### src/sv/bddd_pkg.sv
package bddd_pkg;

    // Operation codes carried in the input tuser field.
    localparam logic [2:0] OP_PUBLISH_COPY  = 3'd0;
    localparam logic [2:0] OP_PUBLISH_BURST = 3'd1;
    localparam logic [2:0] OP_BUMP          = 3'd2;
    localparam logic [2:0] OP_CANCEL        = 3'd3;
    localparam logic [2:0] OP_CANCEL_SCENE  = 3'd4;
    localparam logic [2:0] OP_TICK          = 3'd5;

    // Configuration register indexes.
    localparam logic [1:0] REG_TICK_BUDGET     = 2'd0;
    localparam logic [1:0] REG_STOP_THRESHOLD  = 2'd1;
    localparam logic [1:0] REG_SCENE_SLOT_MASK = 2'd2;

    localparam logic [7:0] TICK_BUDGET_RESET    = 8'd32;
    localparam logic [7:0] STOP_THRESHOLD_RESET = 8'd3;
    localparam int         SCENE_MASK_BITS      = 6;

    // Command queue between front and back end; depth must be a power of two.
    localparam int QUEUE_DEPTH = 2;
    localparam int QUEUE_PW    = $clog2(QUEUE_DEPTH);
    localparam int QUEUE_CW    = $clog2(QUEUE_DEPTH + 1);

    // Width used to widen slot compares against SLOTS.
    localparam int SLOT_CMP_W = 5;

    typedef struct packed {
        logic [2:0]  op;
        logic [2:0]  slot;
        logic [23:0] src_addr;
        logic [15:0] dst_addr;
        logic [15:0] length;
        logic [15:0] stride;
        logic [7:0]  chunk_count;
        logic [7:0]  chunk_cost;
        logic        fire_enable;
    } item_t;

    typedef struct packed {
        logic [2:0]  op;
        logic [2:0]  slot;
        logic [23:0] src_addr;
        logic [15:0] dst_addr;
        logic [15:0] length;
        logic [15:0] stride;
        logic [7:0]  chunk_count;
        logic [7:0]  chunk_cost;
    } entry_t;

    typedef struct packed {
        logic        kind;
        logic [2:0]  slot;
        logic [23:0] src;
        logic [15:0] dst;
        logic [15:0] length;
        logic [15:0] mode;
    } cmd_t;

endpackage

### src/sv/bddd_front.sv
module bddd_front #(
    parameter int SLOTS = 6
) (
    input  logic             clk,
    input  logic             rst_n,
    input  logic             in_valid,
    output logic             in_ready,
    input  bddd_pkg::item_t  in_item,
    output logic             q_valid,
    output bddd_pkg::entry_t q_entry,
    input  logic             q_pop
);

    bddd_pkg::entry_t entry_reg [bddd_pkg::QUEUE_DEPTH];

    logic [bddd_pkg::QUEUE_PW-1:0] wr_ptr_reg;
    logic [bddd_pkg::QUEUE_PW-1:0] rd_ptr_reg;
    logic [bddd_pkg::QUEUE_CW-1:0] count_reg;

    logic keep;
    logic push;
    logic pop;

    // Items that cannot change state are taken and dropped here.
    always_comb
    begin
        unique case (in_item.op) inside
            bddd_pkg::OP_PUBLISH_COPY, bddd_pkg::OP_PUBLISH_BURST,
            bddd_pkg::OP_BUMP, bddd_pkg::OP_CANCEL:
                keep = bddd_pkg::SLOT_CMP_W'(in_item.slot) < bddd_pkg::SLOT_CMP_W'(SLOTS);
            bddd_pkg::OP_CANCEL_SCENE:
                keep = 1'b1;
            bddd_pkg::OP_TICK:
                keep = in_item.fire_enable;
            default:
                keep = 1'b0;
        endcase
    end

    assign in_ready = count_reg != bddd_pkg::QUEUE_CW'(bddd_pkg::QUEUE_DEPTH);
    assign push     = in_valid && in_ready && keep;
    assign pop      = q_pop && q_valid;
    assign q_valid  = count_reg != '0;
    assign q_entry  = entry_reg[rd_ptr_reg];

    always_ff @(posedge clk or negedge rst_n)
    begin
        if (!rst_n)
        begin
            wr_ptr_reg <= '0;
            rd_ptr_reg <= '0;
            count_reg  <= '0;
        end
        else
        begin
            if (push)
            begin
                wr_ptr_reg <= wr_ptr_reg + 1'b1;
            end
            if (pop)
            begin
                rd_ptr_reg <= rd_ptr_reg + 1'b1;
            end
            if (push && !pop)
            begin
                count_reg <= count_reg + 1'b1;
            end
            else if (pop && !push)
            begin
                count_reg <= count_reg - 1'b1;
            end
        end
    end

    always_ff @(posedge clk)
    begin
        if (push)
        begin
            entry_reg[wr_ptr_reg] <= '{
                op:          in_item.op,
                slot:        in_item.slot,
                src_addr:    in_item.src_addr,
                dst_addr:    in_item.dst_addr,
                length:      in_item.length,
                stride:      in_item.stride,
                chunk_count: in_item.chunk_count,
                chunk_cost:  in_item.chunk_cost
            };
        end
    end

endmodule

### src/sv/bddd_engine.sv
module bddd_engine #(
    parameter int SLOTS     = 6,
    parameter int MAX_FIRES = 64
) (
    input  logic             clk,
    input  logic             rst_n,
    input  logic             q_valid,
    input  bddd_pkg::entry_t q_entry,
    output logic             q_pop,
    input  logic             cfg_wr_en,
    input  logic [1:0]       cfg_addr,
    input  logic [7:0]       cfg_wdata,
    output logic             out_valid,
    input  logic             out_ready,
    output bddd_pkg::cmd_t   out_cmd,
    output logic             out_last
);

    localparam int IW = (SLOTS > 1) ? $clog2(SLOTS) : 1;
    localparam int CW = $clog2(SLOTS + 1);
    localparam int NW = $clog2(MAX_FIRES + 1);

    localparam logic [1:0] ST_IDLE  = 2'd0;
    localparam logic [1:0] ST_WALK  = 2'd1;
    localparam logic [1:0] ST_FLUSH = 2'd2;

    // Configuration.
    logic [7:0] tick_budget_reg;
    logic [7:0] stop_threshold_reg;
    logic [bddd_pkg::SCENE_MASK_BITS-1:0] scene_mask_reg;

    // Descriptor table.
    logic [23:0] src_reg      [SLOTS];
    logic [15:0] dst_reg      [SLOTS];
    logic [15:0] len_reg      [SLOTS];
    logic [15:0] stride_reg   [SLOTS];
    logic        burst_reg    [SLOTS];
    logic [7:0]  remain_reg   [SLOTS];
    logic [7:0]  cost_reg     [SLOTS];
    logic [7:0]  snap_reg     [SLOTS];
    logic [7:0]  seq_reg      [SLOTS];
    logic [SLOTS-1:0] ready_reg;

    // Walk control.
    logic [1:0]    state_reg;
    logic [CW-1:0] idx_reg;
    logic [7:0]    left_reg;
    logic [NW-1:0] fires_reg;

    // One command is held back until it is known whether it ends the tick.
    logic           hold_valid_reg;
    bddd_pkg::cmd_t hold_reg;
    logic           out_valid_reg;
    bddd_pkg::cmd_t out_cmd_reg;
    logic           out_last_reg;

    logic [IW-1:0] cur;
    logic [IW-1:0] wslot;
    logic          in_range;
    logic          cur_ready;
    logic          cur_stale;
    logic          can_emit;
    logic          out_free;
    logic          emit_go;
    logic          flush_go;
    logic          stop_walk;
    logic [15:0]   scene_wide;
    bddd_pkg::cmd_t new_cmd;

    assign cur      = idx_reg[IW-1:0];
    assign wslot    = IW'(q_entry.slot);
    assign in_range = idx_reg < CW'(SLOTS);
    assign cur_ready = in_range && ready_reg[cur];
    assign cur_stale = snap_reg[cur] != seq_reg[cur];
    assign can_emit = cur_ready && !cur_stale && (remain_reg[cur] != 8'd0)
                      && (cost_reg[cur] <= left_reg) && (fires_reg < NW'(MAX_FIRES));
    assign out_free = !out_valid_reg || out_ready;
    assign emit_go  = (state_reg == ST_WALK) && can_emit && (!hold_valid_reg || out_free);
    assign flush_go = (state_reg == ST_FLUSH) && hold_valid_reg && out_free;
    assign stop_walk = (fires_reg >= NW'(MAX_FIRES)) || (left_reg < stop_threshold_reg);
    assign q_pop    = (state_reg == ST_IDLE) && q_valid;
    assign scene_wide = 16'(scene_mask_reg);

    always_comb
    begin
        new_cmd.kind   = burst_reg[cur];
        new_cmd.slot   = 3'(cur);
        new_cmd.src    = burst_reg[cur] ? 24'd0 : src_reg[cur];
        new_cmd.dst    = dst_reg[cur];
        new_cmd.length = len_reg[cur];
        new_cmd.mode   = burst_reg[cur] ? stride_reg[cur] : 16'd0;
    end

    always_ff @(posedge clk or negedge rst_n)
    begin
        if (!rst_n)
        begin
            tick_budget_reg    <= bddd_pkg::TICK_BUDGET_RESET;
            stop_threshold_reg <= bddd_pkg::STOP_THRESHOLD_RESET;
            scene_mask_reg     <= '0;
            state_reg          <= ST_IDLE;
            idx_reg            <= '0;
            left_reg           <= '0;
            fires_reg          <= '0;
            ready_reg          <= '0;
            hold_valid_reg     <= 1'b0;
            out_valid_reg      <= 1'b0;
            for (int i = 0; i < SLOTS; i++)
            begin
                seq_reg[i] <= '0;
            end
        end
        else
        begin
            if (cfg_wr_en)
            begin
                case (cfg_addr)
                    bddd_pkg::REG_TICK_BUDGET:     tick_budget_reg    <= cfg_wdata;
                    bddd_pkg::REG_STOP_THRESHOLD:  stop_threshold_reg <= cfg_wdata;
                    bddd_pkg::REG_SCENE_SLOT_MASK:
                        scene_mask_reg <= cfg_wdata[bddd_pkg::SCENE_MASK_BITS-1:0];
                    default: ;
                endcase
            end

            if (out_free)
            begin
                out_valid_reg <= (emit_go && hold_valid_reg) || flush_go;
            end

            unique case (state_reg)
                ST_IDLE:
                begin
                    if (q_valid)
                    begin
                        case (q_entry.op)
                            bddd_pkg::OP_PUBLISH_COPY,
                            bddd_pkg::OP_PUBLISH_BURST:
                                ready_reg[wslot] <= 1'b1;
                            bddd_pkg::OP_BUMP:
                                seq_reg[wslot] <= seq_reg[wslot] + 8'd1;
                            bddd_pkg::OP_CANCEL:
                                ready_reg[wslot] <= 1'b0;
                            bddd_pkg::OP_CANCEL_SCENE:
                            begin
                                for (int i = 0; i < SLOTS; i++)
                                begin
                                    if (scene_wide[i])
                                    begin
                                        ready_reg[i] <= 1'b0;
                                    end
                                end
                            end
                            bddd_pkg::OP_TICK:
                            begin
                                idx_reg   <= '0;
                                left_reg  <= tick_budget_reg;
                                fires_reg <= '0;
                                state_reg <= ST_WALK;
                            end
                            default: ;
                        endcase
                    end
                end
                ST_WALK:
                begin
                    if (!in_range)
                    begin
                        state_reg <= ST_FLUSH;
                    end
                    else if (!ready_reg[cur])
                    begin
                        idx_reg <= idx_reg + 1'b1;
                    end
                    else if (cur_stale)
                    begin
                        ready_reg[cur] <= 1'b0;
                        idx_reg        <= idx_reg + 1'b1;
                    end
                    else if (can_emit)
                    begin
                        if (emit_go)
                        begin
                            left_reg       <= left_reg - cost_reg[cur];
                            fires_reg      <= fires_reg + 1'b1;
                            hold_valid_reg <= 1'b1;
                        end
                    end
                    else
                    begin
                        // The slot is finished for this tick.
                        if (remain_reg[cur] == 8'd0)
                        begin
                            ready_reg[cur] <= 1'b0;
                        end
                        if (stop_walk)
                        begin
                            state_reg <= ST_FLUSH;
                        end
                        else
                        begin
                            idx_reg <= idx_reg + 1'b1;
                        end
                    end
                end
                ST_FLUSH:
                begin
                    if (!hold_valid_reg)
                    begin
                        state_reg <= ST_IDLE;
                    end
                    else if (out_free)
                    begin
                        hold_valid_reg <= 1'b0;
                        state_reg      <= ST_IDLE;
                    end
                end
                default:
                begin
                    state_reg <= ST_IDLE;
                end
            endcase
        end
    end

    // Descriptor payload and command data.
    always_ff @(posedge clk)
    begin
        if (q_pop)
        begin
            if (q_entry.op == bddd_pkg::OP_PUBLISH_COPY)
            begin
                burst_reg[wslot]  <= 1'b0;
                src_reg[wslot]    <= q_entry.src_addr;
                remain_reg[wslot] <= q_entry.chunk_count;
            end
            if (q_entry.op == bddd_pkg::OP_PUBLISH_BURST)
            begin
                burst_reg[wslot]  <= 1'b1;
                remain_reg[wslot] <= 8'd1;
            end
            if (q_entry.op == bddd_pkg::OP_PUBLISH_COPY
                || q_entry.op == bddd_pkg::OP_PUBLISH_BURST)
            begin
                dst_reg[wslot]    <= q_entry.dst_addr;
                len_reg[wslot]    <= q_entry.length;
                stride_reg[wslot] <= q_entry.stride;
                cost_reg[wslot]   <= q_entry.chunk_cost;
                snap_reg[wslot]   <= seq_reg[wslot];
            end
        end

        if (emit_go)
        begin
            hold_reg <= new_cmd;
            if (burst_reg[cur])
            begin
                remain_reg[cur] <= 8'd0;
            end
            else
            begin
                src_reg[cur]    <= src_reg[cur] + {8'd0, len_reg[cur]};
                dst_reg[cur]    <= dst_reg[cur] + stride_reg[cur];
                remain_reg[cur] <= remain_reg[cur] - 8'd1;
            end
        end

        if (emit_go && hold_valid_reg && out_free)
        begin
            out_cmd_reg  <= hold_reg;
            out_last_reg <= 1'b0;
        end
        else if (flush_go)
        begin
            out_cmd_reg  <= hold_reg;
            out_last_reg <= 1'b1;
        end
    end

    assign out_valid = out_valid_reg;
    assign out_cmd   = out_cmd_reg;
    assign out_last  = out_last_reg;

endmodule

### src/sv/budgeted_dma_descriptor_dispatcher.sv
// An item is registered in the front-end queue and is popped by the back end when it is idle;
// a table op is applied as it is popped. A tick loads the budget, visits each slot in order,
// emits commands as the budget allows, steps past the last slot only when the walk reaches the
// end, and closes in the flush state; the single walk sequencer over the descriptor table sets this.
// A command is held until the next one is chosen or the walk closes, then registered to the output.
// Reset is asynchronous and active low: all tokens and sequences clear, registers take defaults.
module budgeted_dma_descriptor_dispatcher #(
    parameter int SLOTS     = 6,
    parameter int MAX_FIRES = 64
) (
    input  logic        clk,
    input  logic        rst_n,

    // Input items. tuser: op[2:0].
    // tdata from bit 0: slot[2:0], src_addr[23:0], dst_addr[15:0], length[15:0],
    // stride[15:0], chunk_count[7:0], chunk_cost[7:0], fire_enable, zero fill[3:0].
    input  logic        s_axis_tvalid,
    output logic        s_axis_tready,
    input  logic [95:0] s_axis_tdata,
    input  logic [2:0]  s_axis_tuser,

    // Transfer commands. tuser: cmd_kind. tlast: last command of the tick.
    // tdata from bit 0: cmd_slot[2:0], cmd_src[23:0], cmd_dst[15:0], cmd_length[15:0],
    // cmd_mode[15:0], zero fill[4:0].
    output logic        m_axis_tvalid,
    input  logic        m_axis_tready,
    output logic [79:0] m_axis_tdata,
    output logic        m_axis_tuser,
    output logic        m_axis_tlast,

    // Configuration writes: 0 tick_budget, 1 stop_threshold, 2 scene_slot_mask.
    input  logic        cfg_wr_en,
    input  logic [1:0]  cfg_addr,
    input  logic [7:0]  cfg_wdata
);

    bddd_pkg::item_t  in_item;
    bddd_pkg::entry_t q_entry;
    bddd_pkg::cmd_t   out_cmd;
    logic             q_valid;
    logic             q_pop;

    // Unpack the input transfer.
    always_comb
    begin
        in_item.op          = s_axis_tuser;
        in_item.slot        = s_axis_tdata[2:0];
        in_item.src_addr    = s_axis_tdata[26:3];
        in_item.dst_addr    = s_axis_tdata[42:27];
        in_item.length      = s_axis_tdata[58:43];
        in_item.stride      = s_axis_tdata[74:59];
        in_item.chunk_count = s_axis_tdata[82:75];
        in_item.chunk_cost  = s_axis_tdata[90:83];
        in_item.fire_enable = s_axis_tdata[91];
    end

    // The front end decodes items and drops those that change nothing, then queues the rest so
    // that new items are taken while the back end walks the table.
    bddd_front #(
        .SLOTS (SLOTS)
    ) u_front (
        .clk      (clk),
        .rst_n    (rst_n),
        .in_valid (s_axis_tvalid),
        .in_ready (s_axis_tready),
        .in_item  (in_item),
        .q_valid  (q_valid),
        .q_entry  (q_entry),
        .q_pop    (q_pop)
    );

    // The back end owns the descriptor table and the budget walk, and holds one command back so
    // that the final command of a tick carries tlast.
    bddd_engine #(
        .SLOTS     (SLOTS),
        .MAX_FIRES (MAX_FIRES)
    ) u_engine (
        .clk       (clk),
        .rst_n     (rst_n),
        .q_valid   (q_valid),
        .q_entry   (q_entry),
        .q_pop     (q_pop),
        .cfg_wr_en (cfg_wr_en),
        .cfg_addr  (cfg_addr),
        .cfg_wdata (cfg_wdata),
        .out_valid (m_axis_tvalid),
        .out_ready (m_axis_tready),
        .out_cmd   (out_cmd),
        .out_last  (m_axis_tlast)
    );

    // Pack the output transfer.
    assign m_axis_tuser = out_cmd.kind;
    assign m_axis_tdata = {5'd0, out_cmd.mode, out_cmd.length, out_cmd.dst,
                           out_cmd.src, out_cmd.slot};

endmodule
### config.mk
export PLATFORM = sky130hd
export DESIGN_NAME = budgeted_dma_descriptor_dispatcher
export DESIGN_NICKNAME = d
export VERILOG_FILES = /design/src/sv/bddd_pkg.sv /design/src/sv/bddd_front.sv /design/src/sv/bddd_engine.sv /design/src/sv/budgeted_dma_descriptor_dispatcher.sv
export SDC_FILE = /design/constraint.sdc
export NUM_CORES = 1
export LEC_CHECK = 0
export BUFFER_PORTS_ARGS = -buffer_cell sky130_fd_sc_hd__buf_2
export CORE_ASPECT_RATIO = 0.9
export CORE_UTILIZATION = 60
export CTS_CLUSTER_DIAMETER = 150
export DETAILED_ROUTE_END_ITERATION = 7
export GPL_ROUTABILITY_DRIVEN = 0
export PLACE_DENSITY = 0.78
export REMOVE_ABC_BUFFERS = 1
export SYNTH_ARGS = -nofsm -noshare
export SYNTH_HDL_FRONTEND = slang
export SYNTH_HIERARCHICAL = 1
export SYNTH_SLANG_ARGS = --single-unit
### constraint.sdc
create_clock -name clk -period 12.1 [get_ports clk]
set_input_delay 2.42 -clock clk [delete_from_list [all_inputs] [get_ports clk]]
set_output_delay 2.42 -clock clk [all_outputs]
set_load 0.05 [all_outputs]
==> impl_summary.log <==
[metrics] synthesized cell area: 42,700 um^2
[metrics] setup repair after global routing missed its margin: no
[metrics] net total in the final layout: 2,880
[metrics] Syn. warnings: 6
[metrics] via density per instance: 6.15
[metrics] worst-case clock skew: 0.0417 ns
[metrics] proportion of synthesized chip area in sequential cells: 70.8%
[metrics] mux contribution to synthesized area: 14.3%
[metrics] Worst path most repeated cell: o21ai_0
[metrics] worst-path cell with the longest stage delay: buf_4
[metrics] combinational family with the most area after synthesis: multiplexers
[metrics] cell-by-cell listing of the critical path: buf_4 -> buf_12 -> mux4_2 -> nand2_1 -> o21ai_0 -> ha_1 -> nor2b_1 -> o31a_1 -> o21ai_0 -> o21ai_0 -> o41a_1 -> a31oi_1 -> nor2_1 -> xnor2_1 -> mux2_4
[metrics] number of buffers added to fix hold violations after cts: 0
[metrics] final number of setup-violating endpoints: 0
[metrics] hold crit path type: flop to flop
[metrics] Initial Util: 60.9%
[metrics] data required time at the worst endpoint: 12.48 ns
[metrics] Worst R2R Path Depth: 15
[metrics] share of flip-flops with an asynchronous set or reset: 9.95%
[metrics] aggregate global routing overflow: 0
[metrics] run status: finished clean
[metrics] worst setup path class: flop to flop
[metrics] worst rel slew slack: 15.0%
[metrics] Syn Inst Count: 2,493
[metrics] area share of the largest cell type after synthesis: 64.8%
[metrics] XOR/XNOR share of the synthesized area: 1.23%
[metrics] area of the die: 72,300 um^2
[metrics] first-pass GRT wire length: 137,000 um
[metrics] Longest Clk Path Bufs: 3
[metrics] io pins: 198
[metrics] layout-stage area growth over the synthesis result: 11.6%
[metrics] # DRC: 0
[metrics] detailed-placement wirelength estimate: 53,800 um
[metrics] clock transition at the register clock pins on the worst setup and hold paths after CTS: 0.06 ns
[metrics] stage delay of the slowest cell on the critical path: 0.71 ns
[metrics] synthesized-area fraction occupied by adder cells: 1.69%
[metrics] total clock buffers created by CTS: 99
[metrics] wire length after detailed routing: 90,600 um
[metrics] clock tree from TritonCTS: yes
[metrics] Lkg Pwr: 16.8 nW
[metrics] IR drop worst, VDD: 0.129 mV
[metrics] Setup Fix Bufs, Post-CTS: 0
[metrics] crit end category: flop
[metrics] maximum number of pins on one net before global-route repair: 154
[metrics] post-route fraction of the period consumed by the critical path: 55.4%
[metrics] kind of start point of the critical path: flop
[metrics] actual transition at the worst max-transition pin: 1.28 ns
[metrics] Min-Delay Startpoint: u_engine/hold_reg[63]
[metrics] crit path max fanout: 111
[metrics] CTS HTree Levels: 3
[metrics] die extent in y: 255 um
[metrics] fillers: 4,510
[metrics] worst hold path stage count: 0
[metrics] Post-synth top cells: edfxtp_1, nand2_1, mux2_2, mux2i_1, o21ai_0
[metrics] Critical R2R Launch: u_engine/cur[0]
[metrics] detailed-routing iteration count for the pre-antenna-repair pass: 5
[metrics] remaining number of nets flagged by the antenna check after routing: 0
[metrics] RR Endpoint: u_engine/src_reg[2][22]
[metrics] post-layout min period: 6.70 ns
[metrics] number of max-capacitance violations reported: 0
[metrics] most repeated cell in the gate-level netlist after synthesis: edfxtp_1
[metrics] setup slack, reg-to-reg: 5.40 ns
[metrics] width of the chip: 283 um
[metrics] Most used DFF post-synth: edfxtp_1
[metrics] via count of the first global-routing pass: 23,400
[metrics] number of DRC markers in iteration 0: 2,039
[metrics] share of synthesized cell area in and, or, nand and nor gates: 4.77%
[metrics] layout cells sized above 1: 25.5%
[metrics] number of vias after detailed routing: 23,000
[metrics] PostCTS Resize Cnt: 0
[metrics] Data arrival, critical path: 7.08 ns
[metrics] Largest register FFs: 188
[metrics] Overall Power: 11.0 mW
[metrics] max-slew violation count: 0
[metrics] Power Density: 230 nW/um^2
[metrics] Hold Crit Endpoint: u_engine/out_cmd[63]
[metrics] total number of placement rows: 92
[metrics] Compound-Gate Fraction of Synth Area: 4.94%
[metrics] Netlist cell types: 102
[metrics] largest cells by area after synthesis: edfxtp_1, dfrtp_1, mux4_2, mux2_2, mux2i_1
[metrics] IO Port Bufs: 188
[metrics] clock insertion delay at the later pin of the skew report: 0.67 ns
[metrics] antenna violations before repair: 2
[metrics] routed wirelength normalized by instance count: 24.3 um
[metrics] number of sinks driven by the clock tree: 1,025
[metrics] post-synthesis sequential element count: 1,025
[metrics] EDFF count, synth: 922
[metrics] area inside the core boundary: 70,200 um^2
[metrics] count of final hold-check violations: 0
[metrics] overall track demand over capacity in global routing: 25.1%
[metrics] syn_area_per_cell: 17.1 um^2
[metrics] post-synth top area cell: edfxtp_1
[metrics] post-layout util: 67.9%
[metrics] CTS root buffer: clkbuf_16
[metrics] fmax: 149 MHz
## cell families (layout without fill, tap and decap cells)
kind of cell | after synthesis | in the layout
DFF | 1025 | 1025
muxes | 434 | 434
and+or+nand+nor | 422 | 422
AOI/OAI and AO/OA | 327 | 327
buffers and inverters | 168 | 466
xor gates and xnor gates | 60 | 60
adders and majority gates | 56 | 56
other | 1 | 6
## layout make-up
type / count / area, um^2 / area share [%]
inverter: 60 / 230 / 0.483
timing repair buffer: 220 / 1210 / 2.53
sequential: 1025 / 30300 / 63.5
antenna: 1 / 2.50 / 0.00525
tap: 940 / 1180 / 2.47
clock buffer: 120 / 2600 / 5.45
clock inverter: 66 / 614 / 1.29
multi-input combinational: 1304 / 11600 / 24.3
## per-layer routing
layer	wire length (um)	vias up	part of all wire, %	track usage, %
li1	-	10100	-	-
met2	44000	1022	49	42.0
met3	6630	202	7.3	4.14
met4	2930	0	3.2	8.57
met5	0	-	0	0
met1	37100	11700	41	34.0
## how the worst max path moves through the flow
stage	start	end	slack [ns]	depth (start not counted)
3_5_place_dp	u_engine/cur[0]	u_engine/src_reg[0][22]	5.48	15
5_1_grt	u_engine/cur[0]	u_engine/dst_reg[1][14]	5.01	17
3_3_place_gp	u_engine/cur[0]	u_engine/src_reg[0][22]	5.60	15
6_report	u_engine/cur[0]	u_engine/src_reg[2][22]	5.40	15
2_1_floorplan	u_engine/cur[0]	u_engine/out_cmd[0]	-1.57	14
4_1_cts	u_engine/cur[0]	u_engine/src_reg[2][22]	5.43	17
## stage by stage
step	cell area (um^2)	setup WS (ns)	hold WS, ns	setup TNS [ns]	std cells
6_report	47700	5.40	0.415	0	3736
5_1_grt	47700	5.01	0.419	0	3735
4_1_cts	47700	5.43	0.418	0	3735
3_5_place_dp	44500	5.48	0.405	0	3549
3_3_place_gp	44500	5.60	0.401	0	3549
2_1_floorplan	42000	-1.57	0.400	-249.54	2389
## critical path, delay by kind of cell, from the launching register on
family / cells / cell delay, ns
muxes: 2 / 0.89
adders and majority gates: 1 / 0.43
and+or+nand+nor: 3 / 0.38
AOI/OAI and AO/OA: 6 / 2.32
buffers and inverters: 2 / 1.42
xor gates and xnor gates: 1 / 0.16
DFF: 1 / 0.66
## report_power, final
group	switching (mW)	leakage (nW)	internal, mW
Combinational	2.03	5.58	1.33
Clock	1.29	1.55	1.73
Sequential	0.177	9.69	4.41
Total	3.50	16.8	7.47
## cell usage in the layout, fill, tap and decap left out, types with 15 or more instances in the layout
cell	synthesis	routed
inv_1	55	49
nand2_1	155	155
clkinv_2	0	15
xor2_1	19	19
nor2b_1	19	19
mux4_2	86	86
nor3_1	17	17
edfxtp_1	922	922
nand3_1	24	24
dfrtp_1	99	96
a21oi_1	71	71
mux2_4	74	74
mux2_2	127	127
o21ai_0	122	110
clkinv_1	1	26
buf_4	9	31
and2_1	34	34
a21o_1	16	16
nor2_1	95	92
xnor2_1	41	41
ha_1	53	53
nand2b_1	16	16
clkbuf_1	39	18
mux2i_1	127	127
clkbuf_16	0	100
buf_2	22	187
No activity file was read; power rests on OpenSTA's default activity.
